File: src/bear_pkg.sv
`timescale 1ns / 1ps
// ----------------------------------------------------------------------------
// bear_pkg
// Shared constants, register map and types of the button edge and repeat block.
// ----------------------------------------------------------------------------
package bear_pkg;

  localparam int PLAIN_BUTTONS = 12;
  localparam int ALL_BUTTONS   = 16;
  localparam int DIR_LANES     = 4;
  localparam int PERIOD_W      = 8;
  localparam int AXIS_W        = 16;
  localparam int ADDR_W        = 4;
  localparam int DATA_W        = 32;

  localparam logic [1:0] REG_REPEAT_PERIOD  = 2'd0;
  localparam logic [1:0] REG_THRESHOLD_HIGH = 2'd1;
  localparam logic [1:0] REG_THRESHOLD_LOW  = 2'd2;

  localparam logic [PERIOD_W-1:0] RESET_REPEAT_PERIOD  = PERIOD_W'(10);
  localparam logic [AXIS_W-1:0]   RESET_THRESHOLD_HIGH = AXIS_W'(49152);
  localparam logic [AXIS_W-1:0]   RESET_THRESHOLD_LOW  = AXIS_W'(16384);

  localparam int DIR_UP    = 0;
  localparam int DIR_DOWN  = 1;
  localparam int DIR_LEFT  = 2;
  localparam int DIR_RIGHT = 3;

  typedef struct packed {
    logic held;
    logic pressed;
    logic released;
    logic rep;
  } lane_flags_t;

  typedef struct packed {
    logic [PERIOD_W-1:0] repeat_period;
    logic [AXIS_W-1:0]   threshold_high;
    logic [AXIS_W-1:0]   threshold_low;
  } cfg_t;

endpackage

File: src/bear_if.sv
`timescale 1ns / 1ps
// ----------------------------------------------------------------------------
// bear_sample_if / bear_result_if
// Valid/ready channels for poll sample words and result words.
// ----------------------------------------------------------------------------
interface bear_sample_if;
  import bear_pkg::*;

  logic                     valid;
  logic                     ready;
  logic                     sample_valid;
  logic [PLAIN_BUTTONS-1:0] button_bits;
  logic [AXIS_W-1:0]        x_position;
  logic [AXIS_W-1:0]        y_position;

  modport source (output valid, sample_valid, button_bits, x_position, y_position,
                  input ready);
  modport sink   (input valid, sample_valid, button_bits, x_position, y_position,
                  output ready);
endinterface

interface bear_result_if;
  import bear_pkg::*;

  logic                   valid;
  logic                   ready;
  logic [ALL_BUTTONS-1:0] held_bits;
  logic [ALL_BUTTONS-1:0] pressed_edge_bits;
  logic [ALL_BUTTONS-1:0] released_edge_bits;
  logic [ALL_BUTTONS-1:0] repeat_bits;

  modport source (output valid, held_bits, pressed_edge_bits, released_edge_bits,
                  repeat_bits, input ready);
  modport sink   (input valid, held_bits, pressed_edge_bits, released_edge_bits,
                  repeat_bits, output ready);
endinterface

File: src/bear_levels.sv
`timescale 1ns / 1ps
// ----------------------------------------------------------------------------
// bear_levels
// Build the per-lane button levels from plain bits and axis threshold compares.
// ----------------------------------------------------------------------------
module bear_levels (
  input  logic [bear_pkg::PLAIN_BUTTONS-1:0] button_bits,
  input  logic [bear_pkg::AXIS_W-1:0]        x_position,
  input  logic [bear_pkg::AXIS_W-1:0]        y_position,
  input  bear_pkg::cfg_t                     cfg,
  output logic [bear_pkg::ALL_BUTTONS-1:0]   levels
);
  import bear_pkg::*;

  logic [DIR_LANES-1:0] dir;

  always_comb begin
    dir            = '0;
    dir[DIR_UP]    = y_position > cfg.threshold_high;
    dir[DIR_DOWN]  = y_position < cfg.threshold_low;
    dir[DIR_LEFT]  = x_position > cfg.threshold_high;
    dir[DIR_RIGHT] = x_position < cfg.threshold_low;
  end

  for (genvar i = 0; i < ALL_BUTTONS; i++) begin : g_lvl
    if (i < PLAIN_BUTTONS) begin : g_plain
      assign levels[i] = button_bits[i];
    end else if (i < PLAIN_BUTTONS + DIR_LANES) begin : g_dir
      assign levels[i] = dir[i-PLAIN_BUTTONS];
    end else begin : g_none
      assign levels[i] = 1'b0;
    end
  end

endmodule

File: src/bear_lane.sv
`timescale 1ns / 1ps
// ----------------------------------------------------------------------------
// bear_lane
// One button lane: previous level, edge flags and the auto-repeat countdown.
// ----------------------------------------------------------------------------
module bear_lane (
  input  logic                          clk,
  input  logic                          rst,
  input  logic                          step,
  input  logic                          level,
  input  logic [bear_pkg::PERIOD_W-1:0] repeat_period,
  output bear_pkg::lane_flags_t         flags
);
  import bear_pkg::*;

  logic                prev;
  logic [PERIOD_W-1:0] countdown;
  logic [PERIOD_W-1:0] countdown_next;
  logic                fire;

  assign fire = level && (countdown <= PERIOD_W'(1));

  always_comb begin
    if (!level) begin
      countdown_next = '0;
    end else if (fire) begin
      countdown_next = repeat_period;
    end else begin
      countdown_next = countdown - PERIOD_W'(1);
    end
  end

  assign flags.held     = level;
  assign flags.pressed  = level & ~prev;
  assign flags.released = prev & ~level;
  assign flags.rep      = fire;

  always_ff @(posedge clk) begin
    if (rst) begin
      prev      <= 1'b0;
      countdown <= '0;
    end else if (step) begin
      prev      <= level;
      countdown <= countdown_next;
    end
  end

endmodule

File: src/bear_merge.sv
`timescale 1ns / 1ps
// ----------------------------------------------------------------------------
// bear_merge
// Gather lane flags into the four result words and hold them for the sink.
// ----------------------------------------------------------------------------
module bear_merge (
  input  logic                  clk,
  input  logic                  rst,
  input  logic                  load,
  input  bear_pkg::lane_flags_t flags [bear_pkg::ALL_BUTTONS],
  output logic                  open,
  bear_result_if.source         result
);
  import bear_pkg::*;

  logic                   valid;
  logic [ALL_BUTTONS-1:0] held;
  logic [ALL_BUTTONS-1:0] pressed;
  logic [ALL_BUTTONS-1:0] released;
  logic [ALL_BUTTONS-1:0] rep;
  logic [ALL_BUTTONS-1:0] held_next;
  logic [ALL_BUTTONS-1:0] pressed_next;
  logic [ALL_BUTTONS-1:0] released_next;
  logic [ALL_BUTTONS-1:0] rep_next;

  always_comb begin
    for (int i = 0; i < ALL_BUTTONS; i++) begin
      held_next[i]     = flags[i].held;
      pressed_next[i]  = flags[i].pressed;
      released_next[i] = flags[i].released;
      rep_next[i]      = flags[i].rep;
    end
  end

  assign open = !valid || result.ready;

  always_ff @(posedge clk) begin
    if (rst) begin
      valid <= 1'b0;
    end else if (load) begin
      valid <= 1'b1;
    end else if (result.ready) begin
      valid <= 1'b0;
    end
  end

  always_ff @(posedge clk) begin
    if (load) begin
      held     <= held_next;
      pressed  <= pressed_next;
      released <= released_next;
      rep      <= rep_next;
    end
  end

  assign result.valid              = valid;
  assign result.held_bits          = held;
  assign result.pressed_edge_bits  = pressed;
  assign result.released_edge_bits = released;
  assign result.repeat_bits        = rep;

endmodule

File: src/button_edge_and_auto_repeat_top.sv
`timescale 1ns / 1ps
// ----------------------------------------------------------------------------
// button_edge_and_auto_repeat_top
// Per-button held, edge and auto-repeat flags from polled button and axis words.
//
//   channel  dir  handshake           word
//   sample   in   valid/ready         sample_valid, button_bits, x/y_position
//   result   out  valid/ready         held, pressed, released, repeat bits
//   config   in   APB write/read      repeat_period, threshold_high/low
//
// One word per cycle unless a full result register stalls; a result appears in
// the cycle after its sample is taken, held in the single result register.
// A sample is taken while the result register is empty or being drained.
// Samples with sample_valid low are taken and give no result.
// Reset clears lane state and restores register defaults.
// ----------------------------------------------------------------------------
module button_edge_and_auto_repeat_top (
  input  logic                        clk,
  input  logic                        rst,
  bear_sample_if.sink                 sample,
  bear_result_if.source               result,
  input  logic                        psel,
  input  logic                        penable,
  input  logic                        pwrite,
  input  logic [bear_pkg::ADDR_W-1:0] paddr,
  input  logic [bear_pkg::DATA_W-1:0] pwdata,
  output logic [bear_pkg::DATA_W-1:0] prdata,
  output logic                        pready
);
  import bear_pkg::*;

  cfg_t                   cfg;
  logic                   wr_en;
  logic [1:0]             reg_idx;
  logic [ALL_BUTTONS-1:0] levels;
  lane_flags_t            flags [ALL_BUTTONS];
  logic                   open;
  logic                   take;
  logic                   step;

  assign pready  = 1'b1;
  assign wr_en   = psel && penable && pwrite && pready;
  assign reg_idx = paddr[ADDR_W-1:2];

  always_ff @(posedge clk) begin
    if (rst) begin
      cfg.repeat_period  <= RESET_REPEAT_PERIOD;
      cfg.threshold_high <= RESET_THRESHOLD_HIGH;
      cfg.threshold_low  <= RESET_THRESHOLD_LOW;
    end else if (wr_en) begin
      unique case (reg_idx)
        REG_REPEAT_PERIOD:  cfg.repeat_period  <= pwdata[PERIOD_W-1:0];
        REG_THRESHOLD_HIGH: cfg.threshold_high <= pwdata[AXIS_W-1:0];
        REG_THRESHOLD_LOW:  cfg.threshold_low  <= pwdata[AXIS_W-1:0];
        default: ;
      endcase
    end
  end

  always_comb begin
    unique case (reg_idx)
      REG_REPEAT_PERIOD:  prdata = DATA_W'(cfg.repeat_period);
      REG_THRESHOLD_HIGH: prdata = DATA_W'(cfg.threshold_high);
      REG_THRESHOLD_LOW:  prdata = DATA_W'(cfg.threshold_low);
      default:            prdata = '0;
    endcase
  end

  assign sample.ready = open;
  assign take         = sample.valid && open;
  assign step         = take && sample.sample_valid;

  bear_levels u_levels (
    .button_bits (sample.button_bits),
    .x_position  (sample.x_position),
    .y_position  (sample.y_position),
    .cfg         (cfg),
    .levels      (levels)
  );

  for (genvar i = 0; i < ALL_BUTTONS; i++) begin : g_lane
    bear_lane u_lane (
      .clk           (clk),
      .rst           (rst),
      .step          (step),
      .level         (levels[i]),
      .repeat_period (cfg.repeat_period),
      .flags         (flags[i])
    );
  end

  bear_merge u_merge (
    .clk    (clk),
    .rst    (rst),
    .load   (step),
    .flags  (flags),
    .open   (open),
    .result (result)
  );

`ifndef ASSERT_OFF
  a_result_follows: assert property (@(posedge clk) disable iff (rst)
    step |=> result.valid)
    else $error("valid sample did not produce a result");

  a_edges_disjoint: assert property (@(posedge clk) disable iff (rst)
    result.valid |-> (result.pressed_edge_bits & result.released_edge_bits) == '0)
    else $error("lane both pressed and released");

  a_pressed_held: assert property (@(posedge clk) disable iff (rst)
    result.valid |-> (result.pressed_edge_bits & ~result.held_bits) == '0)
    else $error("pressed edge on a lane not held");

  a_repeat_held: assert property (@(posedge clk) disable iff (rst)
    result.valid |-> (result.repeat_bits & ~result.held_bits) == '0)
    else $error("repeat on a lane not held");

  a_press_repeats: assert property (@(posedge clk) disable iff (rst)
    result.valid |-> (result.pressed_edge_bits & ~result.repeat_bits) == '0)
    else $error("new press did not fire repeat");
`endif

endmodule

File: src/flat_wrapper.sv
// flat-port wrapper written by rule: the top's interface ports become plain ports
module button_edge_and_auto_repeat_top_flat import bear_pkg::*;
  (clk, rst, psel, penable, pwrite, paddr, pwdata, prdata, pready, sample_valid, sample_sample_valid, sample_button_bits, sample_x_position, sample_y_position, sample_ready, result_valid, result_held_bits, result_pressed_edge_bits, result_released_edge_bits, result_repeat_bits, result_ready);
  bear_sample_if sample_i ();
  bear_result_if result_i ();
  input  logic clk;
  input  logic rst;
  input  logic psel;
  input  logic penable;
  input  logic pwrite;
  input  logic [bear_pkg::ADDR_W-1:0] paddr;
  input  logic [bear_pkg::DATA_W-1:0] pwdata;
  output logic [bear_pkg::DATA_W-1:0] prdata;
  output logic pready;
  input wire logic [$bits(sample_i.valid)-1:0] sample_valid;
  input wire logic [$bits(sample_i.sample_valid)-1:0] sample_sample_valid;
  input wire logic [$bits(sample_i.button_bits)-1:0] sample_button_bits;
  input wire logic [$bits(sample_i.x_position)-1:0] sample_x_position;
  input wire logic [$bits(sample_i.y_position)-1:0] sample_y_position;
  output wire logic [$bits(sample_i.ready)-1:0] sample_ready;
  output wire logic [$bits(result_i.valid)-1:0] result_valid;
  output wire logic [$bits(result_i.held_bits)-1:0] result_held_bits;
  output wire logic [$bits(result_i.pressed_edge_bits)-1:0] result_pressed_edge_bits;
  output wire logic [$bits(result_i.released_edge_bits)-1:0] result_released_edge_bits;
  output wire logic [$bits(result_i.repeat_bits)-1:0] result_repeat_bits;
  input wire logic [$bits(result_i.ready)-1:0] result_ready;
  assign sample_i.valid = sample_valid;
  assign sample_i.sample_valid = sample_sample_valid;
  assign sample_i.button_bits = sample_button_bits;
  assign sample_i.x_position = sample_x_position;
  assign sample_i.y_position = sample_y_position;
  assign sample_ready = sample_i.ready;
  assign result_valid = result_i.valid;
  assign result_held_bits = result_i.held_bits;
  assign result_pressed_edge_bits = result_i.pressed_edge_bits;
  assign result_released_edge_bits = result_i.released_edge_bits;
  assign result_repeat_bits = result_i.repeat_bits;
  assign result_i.ready = result_ready;
  button_edge_and_auto_repeat_top u_core (.clk(clk), .rst(rst), .sample(sample_i), .result(result_i), .psel(psel), .penable(penable), .pwrite(pwrite), .paddr(paddr), .pwdata(pwdata), .prdata(prdata), .pready(pready));
endmodule
File: config.mk
export PLATFORM = sky130hd
export DESIGN_NAME = button_edge_and_auto_repeat_top_flat
export DESIGN_NICKNAME = d
export VERILOG_FILES = /design/src/bear_pkg.sv /design/src/bear_if.sv /design/src/bear_levels.sv /design/src/bear_lane.sv /design/src/bear_merge.sv /design/src/button_edge_and_auto_repeat_top.sv /design/src/flat_wrapper.sv
export SDC_FILE = /design/constraint.sdc
export NUM_CORES = 1
export LEC_CHECK = 0
export ABC_AREA = 1
export BUFFER_PORTS_ARGS = -buffer_cell sky130_fd_sc_hd__buf_4
export CAP_MARGIN = 25
export CORE_MARGIN = 10
export CORE_UTILIZATION = 55
export DETAILED_ROUTE_END_ITERATION = 16
export PLACE_DENSITY = 0.78
export SYNTH_ARGS = -nofsm -noshare
export SYNTH_HDL_FRONTEND = slang
export SYNTH_SLANG_ARGS = --single-unit
File: constraint.sdc
create_clock -name clk -period 8.7 [get_ports clk]
set_input_delay 0.435 -clock clk [delete_from_list [all_inputs] [get_ports clk]]
set_output_delay 0.435 -clock clk [all_outputs]
set_load 0.01 [all_outputs]
==> results of run 1 <==
==> cells by family (layout without fill, tap and decap cells) <==
kind of cell    after synthesis  in the layout
xor+xnor                     41             41
fa+ha+maj                    94             94
buf+inv                     288            407
flops                       249            249
other cells                   2             17
compound gates              401            401
simple gates                761            761
==> Yosys cell counts (all sizes together), types with 28 or more instances <==
| cell | instances |
|---|---|
| clkbuf | 28 |
| edfxtp | 64 |
| o21ai | 66 |
| o211ai | 96 |
| nand2 | 369 |
| nand4 | 44 |
| dfxtp | 185 |
| buf | 58 |
| inv | 199 |
| nand3 | 115 |
| nor2 | 179 |
| a21oi | 197 |
| ha | 94 |
==> flip-flops by register name, summed over array words and instances, names as in the netlist <==
register                                  flops
u_core.g_lane.u_lane.countdown              128
u_core.cfg                                   40
u_core.g_lane.u_lane.prev                    16
u_core.u_merge.result.held_bits              16
u_core.u_merge.result.pressed_edge_bits      16
u_core.u_merge.result.released_edge_bits     16
u_core.u_merge.result.repeat_bits            16
u_core.u_merge.result.valid                   1
==> cell type report <==
class	instances	area [µm²]	share of cell area, %
Timing Repair Buffer	156	1170	7.07
Clock inverter	13	144	0.868
Multi-Input combinational cell	1314	7660	46.2
Tap cell	335	419	2.53
Inverter	202	759	4.58
Clock buffer	36	792	4.78
Sequential cell	249	5630	33.9
==> through the flow <==
step | utilization, % | total power [µW] | cell area (µm²) | hold WS, ps
finish | 63.8 | 3080 | 16600 | 102
global route | 63.8 | 3230 | 16600 | 82.0
CTS | 63.8 | 3100 | 16600 | 81.8
detailed placement | 60.2 | 1900 | 15600 | 457
global placement | 60.2 | 1880 | 15600 | 452
floorplan | - | 1760 | 14500 | 443
==> per-layer routing <==
metal  share of wire, %  wire length, µm  vias up  global-route usage, %
met3                6.2             2280       60                   3.46
met2                 48            18000      387                   37.2
met1                 43            16000     6023                   26.8
li1                   -                -     6419                      -
met5                  0                0        -                      0
met4                2.3              842        0                   6.09
==> power groups by stage <==
stage / clock, µW / sequential, µW / combinational [µW]
floorplan: 0 / 1310 / 448
global placement: 0 / 1310 / 569
detailed placement: 0 / 1310 / 587
CTS: 1220 / 1290 / 593
global route: 1260 / 1300 / 673
finish: 1200 / 1290 / 595
==> critical path, cell delays in order (launching register included) <==
cell	delay [ps]
dfxtp_1	740
clkinv_1	750
o221ai_1	440
buf_4	180
==> worst min path at each step <==
stage	slack, ps	from	end
2_1_floorplan	440	u_core.g_lane[2].u_lane.countdown[1]$_SDFFE_PP0P_	u_core.g_lane[2].u_lane.countdown[1]$_SDFFE_PP0P_
3_3_place_gp	450	u_core.g_lane[9].u_lane.countdown[1]$_SDFFE_PP0P_	u_core.g_lane[9].u_lane.countdown[1]$_SDFFE_PP0P_
3_5_place_dp	460	u_core.g_lane[8].u_lane.countdown[1]$_SDFFE_PP0P_	u_core.g_lane[8].u_lane.countdown[1]$_SDFFE_PP0P_
4_1_cts	80	sample_button_bits[4]	u_core.u_merge.result.held_bits[4]$_DFFE_PP_
5_1_grt	80	sample_button_bits[11]	u_core.u_merge.result.held_bits[11]$_DFFE_PP_
6_report	100	sample_button_bits[2]	u_core.u_merge.result.held_bits[2]$_DFFE_PP_
==> impl_metrics.env, run 1 <==
export IMPL_outcome="finished, final reports clean"
export IMPL_synth_warnings=0
export IMPL_grt_start_max_net_pins=70
export IMPL_start_kind="register"
export IMPL_powerDensity_nw_per_um2=186
export IMPL_cts_sinks=249
export IMPL_cts_root_buf="clkbuf_16"
export IMPL_timing_final_crit_share_pct=35.5
export IMPL_combPwrFrac_pct=19.3
export IMPL_post_cts_buffers=0
export IMPL_vdd_drop_max_mv=0.149
export IMPL_final_common_cell="nand2_1"
export IMPL_nFillCells=2243
export IMPL_most_common_layout_cells="nand2_1 (357), dfxtp_1 (185), inv_1 (180), a21oi_1 (180), buf_4 (156)"
export IMPL_finalNetCount=2132
export IMPL_avgViaCountPerCell=5.59
export IMPL_synth_top_family_by_area="simple AND/OR/NAND/NOR gates"
export IMPL_synth_seq_cells=249
export IMPL_seqPwrFrac_pct=41.9
export IMPL_die_w_um=182
export IMPL_grt_overflow=0
export IMPL_syn2layout_area_growth_pct=14.4
export IMPL_numCtsBuffers=27
export IMPL_ys_types=46
export IMPL_cts_path_max_buffers=3
export IMPL_internal_power_uw=2200
export IMPL_netlist_top_cells_area="dfxtp_1 (26%), edfxtp_1 (13%), nand2_1 (9.3%)"
export IMPL_max_freq_ghz=0.324
export IMPL_startpoint="u_core.cfg[39]$_SDFFE_PP0P_"
export IMPL_power_switching_uw=886
export IMPL_cts_hold_buf=0
export IMPL_ctsResizeCount=0
export IMPL_fin_tns_setup_ps=0
export IMPL_synth_cells=1836
export IMPL_crit_path_end="prdata[7]"
export IMPL_wl_per_cell_um=16.1
export IMPL_r2r_end="u_core.g_lane[0].u_lane.prev$_SDFFE_PP0P_"
export IMPL_fin_worst_skew_ps=8.30
export IMPL_antenna_found_initial=0
export IMPL_post_place_cells=2256
export IMPL_switching_share_pct=28.7
export IMPL_synthMuxAreaShare_pct=0
export IMPL_crit_arrival_ps=2650
export IMPL_setup_violations=0
export IMPL_htree_num_levels=1
export IMPL_grt_pass1_vias=12300
export IMPL_worstPathRequired_ps=8270
export IMPL_end_kind="primary output"
export IMPL_tightest_slew_ps=951
export IMPL_hpwl_um=25200
export IMPL_grt_pass1_wl_um=60600
export IMPL_synth_top_area_share_pct=25.6
export IMPL_insertion_delay_ps=530
export IMPL_synth_fa_ha_area_share_pct=8.12
export IMPL_ios=187
export IMPL_dpl_worst_slack_ps=5800
export IMPL_synth_edf_count=64
export IMPL_vias=12900
export IMPL_rsz0062_at_grt="false"
export IMPL_reg2reg_slack_ps=6140
export IMPL_first_iter_violations=1111
export IMPL_maxCapViolCount=0
export IMPL_slew_violations=0
export IMPL_wl_um=37000
export IMPL_die_y_um=182
export IMPL_ys_seq_area_share_pct=38.8
export IMPL_layout_drive_gt1_share_pct=16.2
export IMPL_diodes=0
export IMPL_rows=59
export IMPL_r2r_cells=6
export IMPL_async_flop_share_pct=0
export IMPL_place_congestion=0.910
export IMPL_track_usage_pct=21.4
export IMPL_fp_coreArea_um2=26000
export IMPL_yosys_area_top_type="dfxtp_1"
export IMPL_cts_tree="yes"
export IMPL_fin_ws_ps=5610
export IMPL_critPathKind="reg2out"
export IMPL_final_antenna_net_count=0
export IMPL_relSlewSlack_pct=36.2
export IMPL_die_area_um2=33200
export IMPL_avgSynthCellArea_um2=7.89
export IMPL_reg2reg_from="u_core.u_merge.result.valid$_SDFFE_PP0P_"
export IMPL_synth_main_ff_cell="dfxtp_1"
export IMPL_io_buffers=151
export IMPL_start_util_pct=55.7
export IMPL_synth_cell_area_um2=14500
export IMPL_fin_crit_ps=3090
export IMPL_power_frac_clock_pct=38.8
export IMPL_synth_simple_area_share_pct=25.1
export IMPL_firstDrtPassIters=7
export IMPL_synth_xor_area_share_pct=2.48
export IMPL_hold_violations=0
export IMPL_holdPathStages=1
export IMPL_cp_max_fo=10
export IMPL_hold_class="in2reg"
export IMPL_route_detailed_drc=0
export IMPL_finalNonFillerCells=2305
export IMPL_clk_pin_slew_worst_paths_ps=60
export IMPL_p_leak_uw=0.00692
export IMPL_synth_compound_area_share_pct=16.7
Power figures use the tool's default switching activity.
==> run 2, diff against run 1 <==
--- a/config.mk
+++ b/config.mk
@@ -5,13 +5,13 @@
 export SDC_FILE = /design/constraint.sdc
 export NUM_CORES = 1
 export LEC_CHECK = 0
-export ABC_AREA = 1
+export ABC_AREA = 0
 export BUFFER_PORTS_ARGS = -buffer_cell sky130_fd_sc_hd__buf_4
 export CAP_MARGIN = 25
 export CORE_MARGIN = 10
-export CORE_UTILIZATION = 55
+export CORE_UTILIZATION = 53
 export DETAILED_ROUTE_END_ITERATION = 16
-export PLACE_DENSITY = 0.78
+export PLACE_DENSITY = 0.79
 export SYNTH_ARGS = -nofsm -noshare
 export SYNTH_HDL_FRONTEND = slang
 export SYNTH_SLANG_ARGS = --single-unit
==> constraint.sdc (replaced) <==
create_clock -name clk -period 2.5 [get_ports clk]
set_input_delay 0.125 -clock clk [delete_from_list [all_inputs] [get_ports clk]]
set_output_delay 0.125 -clock clk [all_outputs]
set_load 0.01 [all_outputs]
==> run 2 against run 1 <==
Compared with the run above:
- worst setup slack got worse by 5500 ps
- final area rose by 2.2%
- sequential cell count did not move
- critical path depth rose by 5
- highest routed layer unchanged
==> impl_metrics.env, run 2 <==
export IMPL_outcome="finished, final reports clean"
export IMPL_firstDrtPassIters=5
export IMPL_syn2layout_area_growth_pct=19.5
export IMPL_hold_class="in2reg"
export IMPL_maxCapViolCount=0
export IMPL_async_flop_share_pct=0
export IMPL_hold_start="paddr[2]"
export IMPL_finalInstanceArea_um2=16900
export IMPL_place_congestion=0.911
export IMPL_ios=187
export IMPL_end_kind="register"
export IMPL_synth_seq_cells=249
export IMPL_netlist_top_cells_area="dfxtp_1 (26%), edfxtp_1 (14%), ha_1 (8.3%)"
export IMPL_dpl_cell_area_um2=15600
export IMPL_die_area_um2=33700
export IMPL_grt_start_max_net_pins=68
export IMPL_wl_um=39100
export IMPL_start_kind="register"
export IMPL_synth_main_ff_cell="dfxtp_1"
export IMPL_setup_violations=0
export IMPL_die_w_um=184
export IMPL_route_detailed_drc=0
export IMPL_startpoint="u_core.cfg[1]$_SDFFE_PP0P_"
export IMPL_cts_tree="yes"
export IMPL_yosys_area_top_type="dfxtp_1"
export IMPL_fin_crit_ps=2380
export IMPL_synth_cell_area_um2=14200
export IMPL_registers_top_by_ff_count="u_core.g_lane.u_lane.countdown"
export IMPL_avgSynthCellArea_um2=8.23
export IMPL_finalNonFillerCells=2252
export IMPL_nFillCells=2200
export IMPL_worstPathRequired_ps=2800
export IMPL_most_common_layout_cells="nand2_1 (242), a21oi_1 (209), buf_4 (195), dfxtp_1 (184), nor2_1 (154)"
export IMPL_fin_worst_skew_ps=21.1
export IMPL_synth_warnings=0
export IMPL_vias=13300
export IMPL_final_common_cell="nand2_1"
export IMPL_numCtsBuffers=28
export IMPL_insertion_delay_ps=550
export IMPL_largest_reg_flops=128
export IMPL_slew_violations=0
export IMPL_ys_seq_area_share_pct=39.7
export IMPL_finalNetCount=2076
export IMPL_hpwl_um=27000
export IMPL_ys_types=77
export IMPL_vdd_drop_max_mv=0.433
export IMPL_cts_root_buf="clkbuf_16"
export IMPL_cts_path_max_buffers=3
export IMPL_yosysMostFrequentCell="nand2_1"
export IMPL_crit_arrival_ps=2690
export IMPL_grt_overflow=0
export IMPL_cts_sinks=249
export IMPL_grt_pass1_vias=12800
export IMPL_synth_cells=1722
export IMPL_hold_violations=0
export IMPL_timing_final_crit_share_pct=95.3
export IMPL_synthTopCellsByCount="nand2_1 (243), a21oi_1 (209), dfxtp_1 (185)"
export IMPL_reg2reg_from="u_core.cfg[1]$_SDFFE_PP0P_"
export IMPL_p_leak_uw=0.00692
export IMPL_powerDensity_nw_per_um2=634
export IMPL_track_usage_pct=22.3
export IMPL_first_iter_violations=1167
export IMPL_rows=59
export IMPL_synth_top_area_share_pct=26.1
export IMPL_tightest_slew_ps=794
export IMPL_layout_drive_gt1_share_pct=14.4
export IMPL_grt_pass1_wl_um=63500
export IMPL_post_place_cells=2167
export IMPL_critPathKind="reg2reg"
export IMPL_relSlewSlack_pct=46.7
export IMPL_post_cts_buffers=0
export IMPL_die_y_um=184
export IMPL_wl_per_cell_um=17.4
export IMPL_avgViaCountPerCell=5.88
export IMPL_clk_pin_slew_worst_paths_ps=60
export IMPL_antenna_found_initial=1
export IMPL_io_buffers=151
export IMPL_max_freq_ghz=0.420
export IMPL_start_util_pct=54.1
export IMPL_htree_num_levels=1
export IMPL_cp_max_fo=7
export IMPL_top_regs="u_core.g_lane.u_lane.countdown x128, u_core.cfg x40"
export IMPL_fp_coreArea_um2=26200
export IMPL_synth_edf_count=64
export IMPL_final_antenna_net_count=0
==> run 2: cell families after synthesis <==
| family | count (synthesis) | synth area share (%) |
|---|---|---|
| AND/OR/NAND/NOR | 660 | 22.6 |
| XOR/XNOR | 18 | 1.11 |
| buffers and inverters | 194 | 6.26 |
| multiplexers | 22 | 1.56 |
| adder cells (fa/ha/maj) | 94 | 8.30 |
| flip-flops | 249 | 39.7 |
| AO/OA/AOI/OAI | 483 | 20.5 |
| other | 2 | 0.0530 |
==> run 2: area by class of cell <==
cell class	instances	area, µm²	share of cell area [%]
inverter	92	367	2.16
antenna	1	2.50	0.0148
timing repair buffer	229	1820	10.8
multi-input combinational	1294	7750	45.8
tap	335	419	2.47
sequential	249	5630	33.2
clock inverter	10	100	0.591
clock buffer	42	846	4.99
==> run 2: path summary, 6_finish.rpt <==
| check | end | depth (start not counted) | slack [ps] |
|---|---|---|---|
| max | u_core.u_merge.result.released_edge_bits[15]$_DFFE_PP_ | 8 | 120 |
| min | u_core.cfg[23]$_SDFFE_PP0P_ | 4 | 110 |
| max reg2reg | u_core.u_merge.result.released_edge_bits[15]$_DFFE_PP_ | 8 | 120 |
| min reg2reg | u_core.g_lane[14].u_lane.countdown[5]$_SDFFE_PP0P_ | 2 | 450 |
==> run 2: metrics by stage <==
| stage | worst slack [ps] | TNS [ps] | total power (µW) | hold slack [ps] | util (%) |
|---|---|---|---|---|---|
| final | 118 | 0 | 10700 | 105 | 64.6 |
| after global routing | -0.733 | -0.733 | 11200 | 116 | 64.6 |
| after CTS | 28.7 | 0 | 10800 | 86.3 | 64.6 |
| after detailed placement | 6.28 | 0 | 6570 | 366 | 59.7 |
| after global placement | 43.0 | 0 | 6500 | 361 | 59.7 |
| after floorplan | 70.6 | 0 | 6010 | 224 | - |
==> run 2: repair_timing <==
item / in CTS / in global routing
hold buffers: 32 / 0
hold endpoints to repair: 101 / 0
gates resized for setup: 1 / 4
pin swaps: 0 / 2
endpoints found under the setup margin: 1 / 3
==> run 2: metal layers <==
| metal | track usage (%) | wire [µm] | vias to the layer above |
|---|---|---|---|
| li1 | - | - | 6482 |
| met1 | 27.8 | 16800 | 6259 |
| met2 | 38.2 | 18600 | 435 |
| met3 | 4.19 | 2760 | 74 |
| met4 | 6.85 | 942 | 0 |
| met5 | 0 | 0 | - |
==> run 2: critical path, cell delays in order (launching register included) <==
cell and delay, ps:
dfxtp_1 350, inv_1 90, ha_1 270, a2111oi_0 520
buf_4 210, nor3_1 40, nor2_1 100, o21ai_1 280
and2_1 270
==> run 2: power by group <==
group,total (µW),switching [µW],leakage (µW),internal (µW)
clock,4170,1640,0.000465,2530
sequential,4470,150,0.00211,4320
combinational,2100,1190,0.00434,906
==> run 3, diff against run 2 <==
--- a/config.mk
+++ b/config.mk
@@ -7,11 +7,10 @@
 export LEC_CHECK = 0
 export ABC_AREA = 0
 export BUFFER_PORTS_ARGS = -buffer_cell sky130_fd_sc_hd__buf_4
-export CAP_MARGIN = 25
 export CORE_MARGIN = 10
 export CORE_UTILIZATION = 53
 export DETAILED_ROUTE_END_ITERATION = 16
-export PLACE_DENSITY = 0.79
+export PLACE_DENSITY = 0.78
 export SYNTH_ARGS = -nofsm -noshare
 export SYNTH_HDL_FRONTEND = slang
 export SYNTH_SLANG_ARGS = --single-unit
==> constraint.sdc (replaced) <==
create_clock -name clk -period 1.9 [get_ports clk]
set_input_delay 0.095 -clock clk [delete_from_list [all_inputs] [get_ports clk]]
set_output_delay 0.095 -clock clk [all_outputs]
set_load 0.01 [all_outputs]
==> run 3 against run 2 <==
Compared with the run above:
- largest cell class unchanged
- maximum frequency up 3.1%
- routed wire length up 23%
- first-iteration DRC count up 41%
- worst hold slack worse by 40 ps
- clock power increased by 33%
- clock-buffer cell count unchanged
- sequential share of layout area is 5.5 points lower
- the flow now finishes with violations (negative setup slack)
==> impl_metrics.env, run 3 (synthesis gave the netlist of run 2 again) <==
export IMPL_htree_num_levels=1
export IMPL_cts_path_max_buffers=3
export IMPL_antenna_found_initial=0
export IMPL_critPathKind="reg2reg"
export IMPL_rows=59
export IMPL_firstDrtPassIters=6
export IMPL_final_common_cell="buf_4"
export IMPL_start_kind="register"
export IMPL_setup_violations=108
export IMPL_fin_ws_ps=-411
export IMPL_grt_start_max_net_pins=154
export IMPL_wl_per_cell_um=19.4
export IMPL_hpwl_um=29800
export IMPL_io_buffers=151
export IMPL_diodes=0
export IMPL_fp_coreArea_um2=26200
export IMPL_powerDensity_nw_per_um2=764
export IMPL_p_leak_uw=0.00849
export IMPL_fin_crit_ps=2310
export IMPL_post_place_cells=2353
export IMPL_insertion_delay_ps=550
export IMPL_finalNetCount=2308
export IMPL_fin_worst_skew_ps=11.7
export IMPL_hold_class="in2reg"
export IMPL_slew_violations=0
export IMPL_syn2layout_area_growth_pct=45.0
export IMPL_first_iter_violations=1641
export IMPL_layout_drive_gt1_share_pct=37.9
export IMPL_final_antenna_net_count=0
export IMPL_failed_checks="negative setup slack"
export IMPL_cp_max_fo=3
export IMPL_cts_root_buf="clkbuf_16"
export IMPL_die_area_um2=33700
export IMPL_numCtsBuffers=28
export IMPL_outcome="finished with violations"
export IMPL_vdd_drop_max_mv=0.672
export IMPL_ios=187
export IMPL_rsz0062_at_grt="true"
export IMPL_most_common_layout_cells="buf_4 (377), nand2_1 (221), a21oi_1 (159), dfxtp_1 (136), nor2_1 (129)"
export IMPL_avgViaCountPerCell=6.06
export IMPL_die_y_um=184
export IMPL_reg2reg_slack_ps=-410
export IMPL_worstPathRequired_ps=2380
export IMPL_clk_pin_slew_worst_paths_ps=60
export IMPL_grt_overflow=0
export IMPL_nFillCells=1586
export IMPL_registers_top_by_ff_count="u_core.g_lane.u_lane.countdown"
export IMPL_top_regs="u_core.g_lane.u_lane.countdown x128, u_core.cfg x40"
export IMPL_relSlewSlack_pct=41.5
export IMPL_start_util_pct=54.1
export IMPL_cts_sinks=249
export IMPL_crit_arrival_ps=2790
export IMPL_track_usage_pct=25.2
export IMPL_end_kind="register"
export IMPL_timing_final_crit_share_pct=122
export IMPL_die_w_um=184
export IMPL_vias=15100
export IMPL_cts_tree="yes"
export IMPL_place_congestion=0.964
export IMPL_hold_violations=0
export IMPL_finalNonFillerCells=2483
export IMPL_tightest_slew_ps=877
export IMPL_total_power_uw=15700
export IMPL_grt_pass1_vias=14400
export IMPL_max_freq_ghz=0.433
export IMPL_maxCapViolCount=0
export IMPL_grt_pass1_wl_um=70700
export IMPL_largest_reg_flops=128
export IMPL_route_detailed_drc=0
export IMPL_wl_um=48100
[run 3: cell types whose count changed in the layout (fill, tap and decap cells not counted), sizes merged]
cell / delta
clkinv: -2
inv: +3
buf: +233
diode: -1
dlygate4sd3: -2
[run 3: routing by layer]
layer	vias to the layer above	GRT usage, %	wire length [µm]
li1	6939	-	-
met1	7160	29.6	18400
met2	770	44.8	24000
met3	184	3.85	3670
met4	0	10.7	2100
met5	-	0	0
[run 3: final timing paths]
kind                                                      start                                                  to  depth (start not counted)
max                                 u_core.cfg[10]$_SDFFE_PP0P_  u_core.g_lane[13].u_lane.countdown[2]$_SDFFE_PP0P_                          8
max reg2reg                         u_core.cfg[10]$_SDFFE_PP0P_  u_core.g_lane[13].u_lane.countdown[2]$_SDFFE_PP0P_                          8
min                                       sample_button_bits[2]        u_core.u_merge.result.held_bits[2]$_DFFE_PP_                          2
min reg2reg  u_core.g_lane[14].u_lane.countdown[5]$_SDFFE_PP0P_  u_core.g_lane[14].u_lane.countdown[5]$_SDFFE_PP0P_                          2
[run 3: timing repair]
item | 4_1_cts | 5_1_grt
cloned | 1 | 2
buffers inserted | 19 | 33
setup endpoints to repair | 113 | 129
hold buffers | 30 | 0
endpoints found under the hold margin | 99 | 0
pin swaps | 69 | 97
gates resized for setup | 162 | 231
[run 3: stage by stage]
step / area [µm²] / utilization, % / hold WS (ps) / setup WS (ps) / TNS (ps)
after detailed placement: 17400 / 66.2 / 339 / -365 / -17910
final: 20500 / 78.4 / 65.2 / -411 / -16490
after global routing: 20500 / 78.4 / 57.6 / -449 / -23290
after CTS: 19400 / 74.0 / 14.5 / -333 / -11860
after global placement: 17400 / 66.2 / 334 / -371 / -14270
after floorplan: 14500 / - / 194 / -244 / -3470
[run 3: power breakdown]
part | leakage, µW | internal [µW] | switching (µW) | total [µW]
registers | 0.00213 | 5690 | 173 | 5870
logic | 0.00589 | 2070 | 2230 | 4300
clock network | 0.000464 | 3340 | 2200 | 5530
[run 3: critical path: stages (launching register included)]
cell and delay [ps]:
dfxtp_2 340, inv_2 60, ha_4 240, and3_4 170, a221o_1 310, a221o_1 400
a211o_1 320, o32ai_2 270, o2bb2ai_1 140
[run 3: cell type report]
| class | count | area, µm² | share of cell area (%) |
|---|---|---|---|
| repair buffers | 460 | 3800 | 18.5 |
| flip-flops and latches | 249 | 5690 | 27.7 |
| clock inverters | 10 | 100 | 0.487 |
| inverters | 92 | 405 | 1.97 |
| repair inverters | 1 | 5.00 | 0.0244 |
| well taps | 335 | 419 | 2.04 |
| clock buffers | 42 | 847 | 4.12 |
| multi-input cells | 1294 | 9290 | 45.2 |
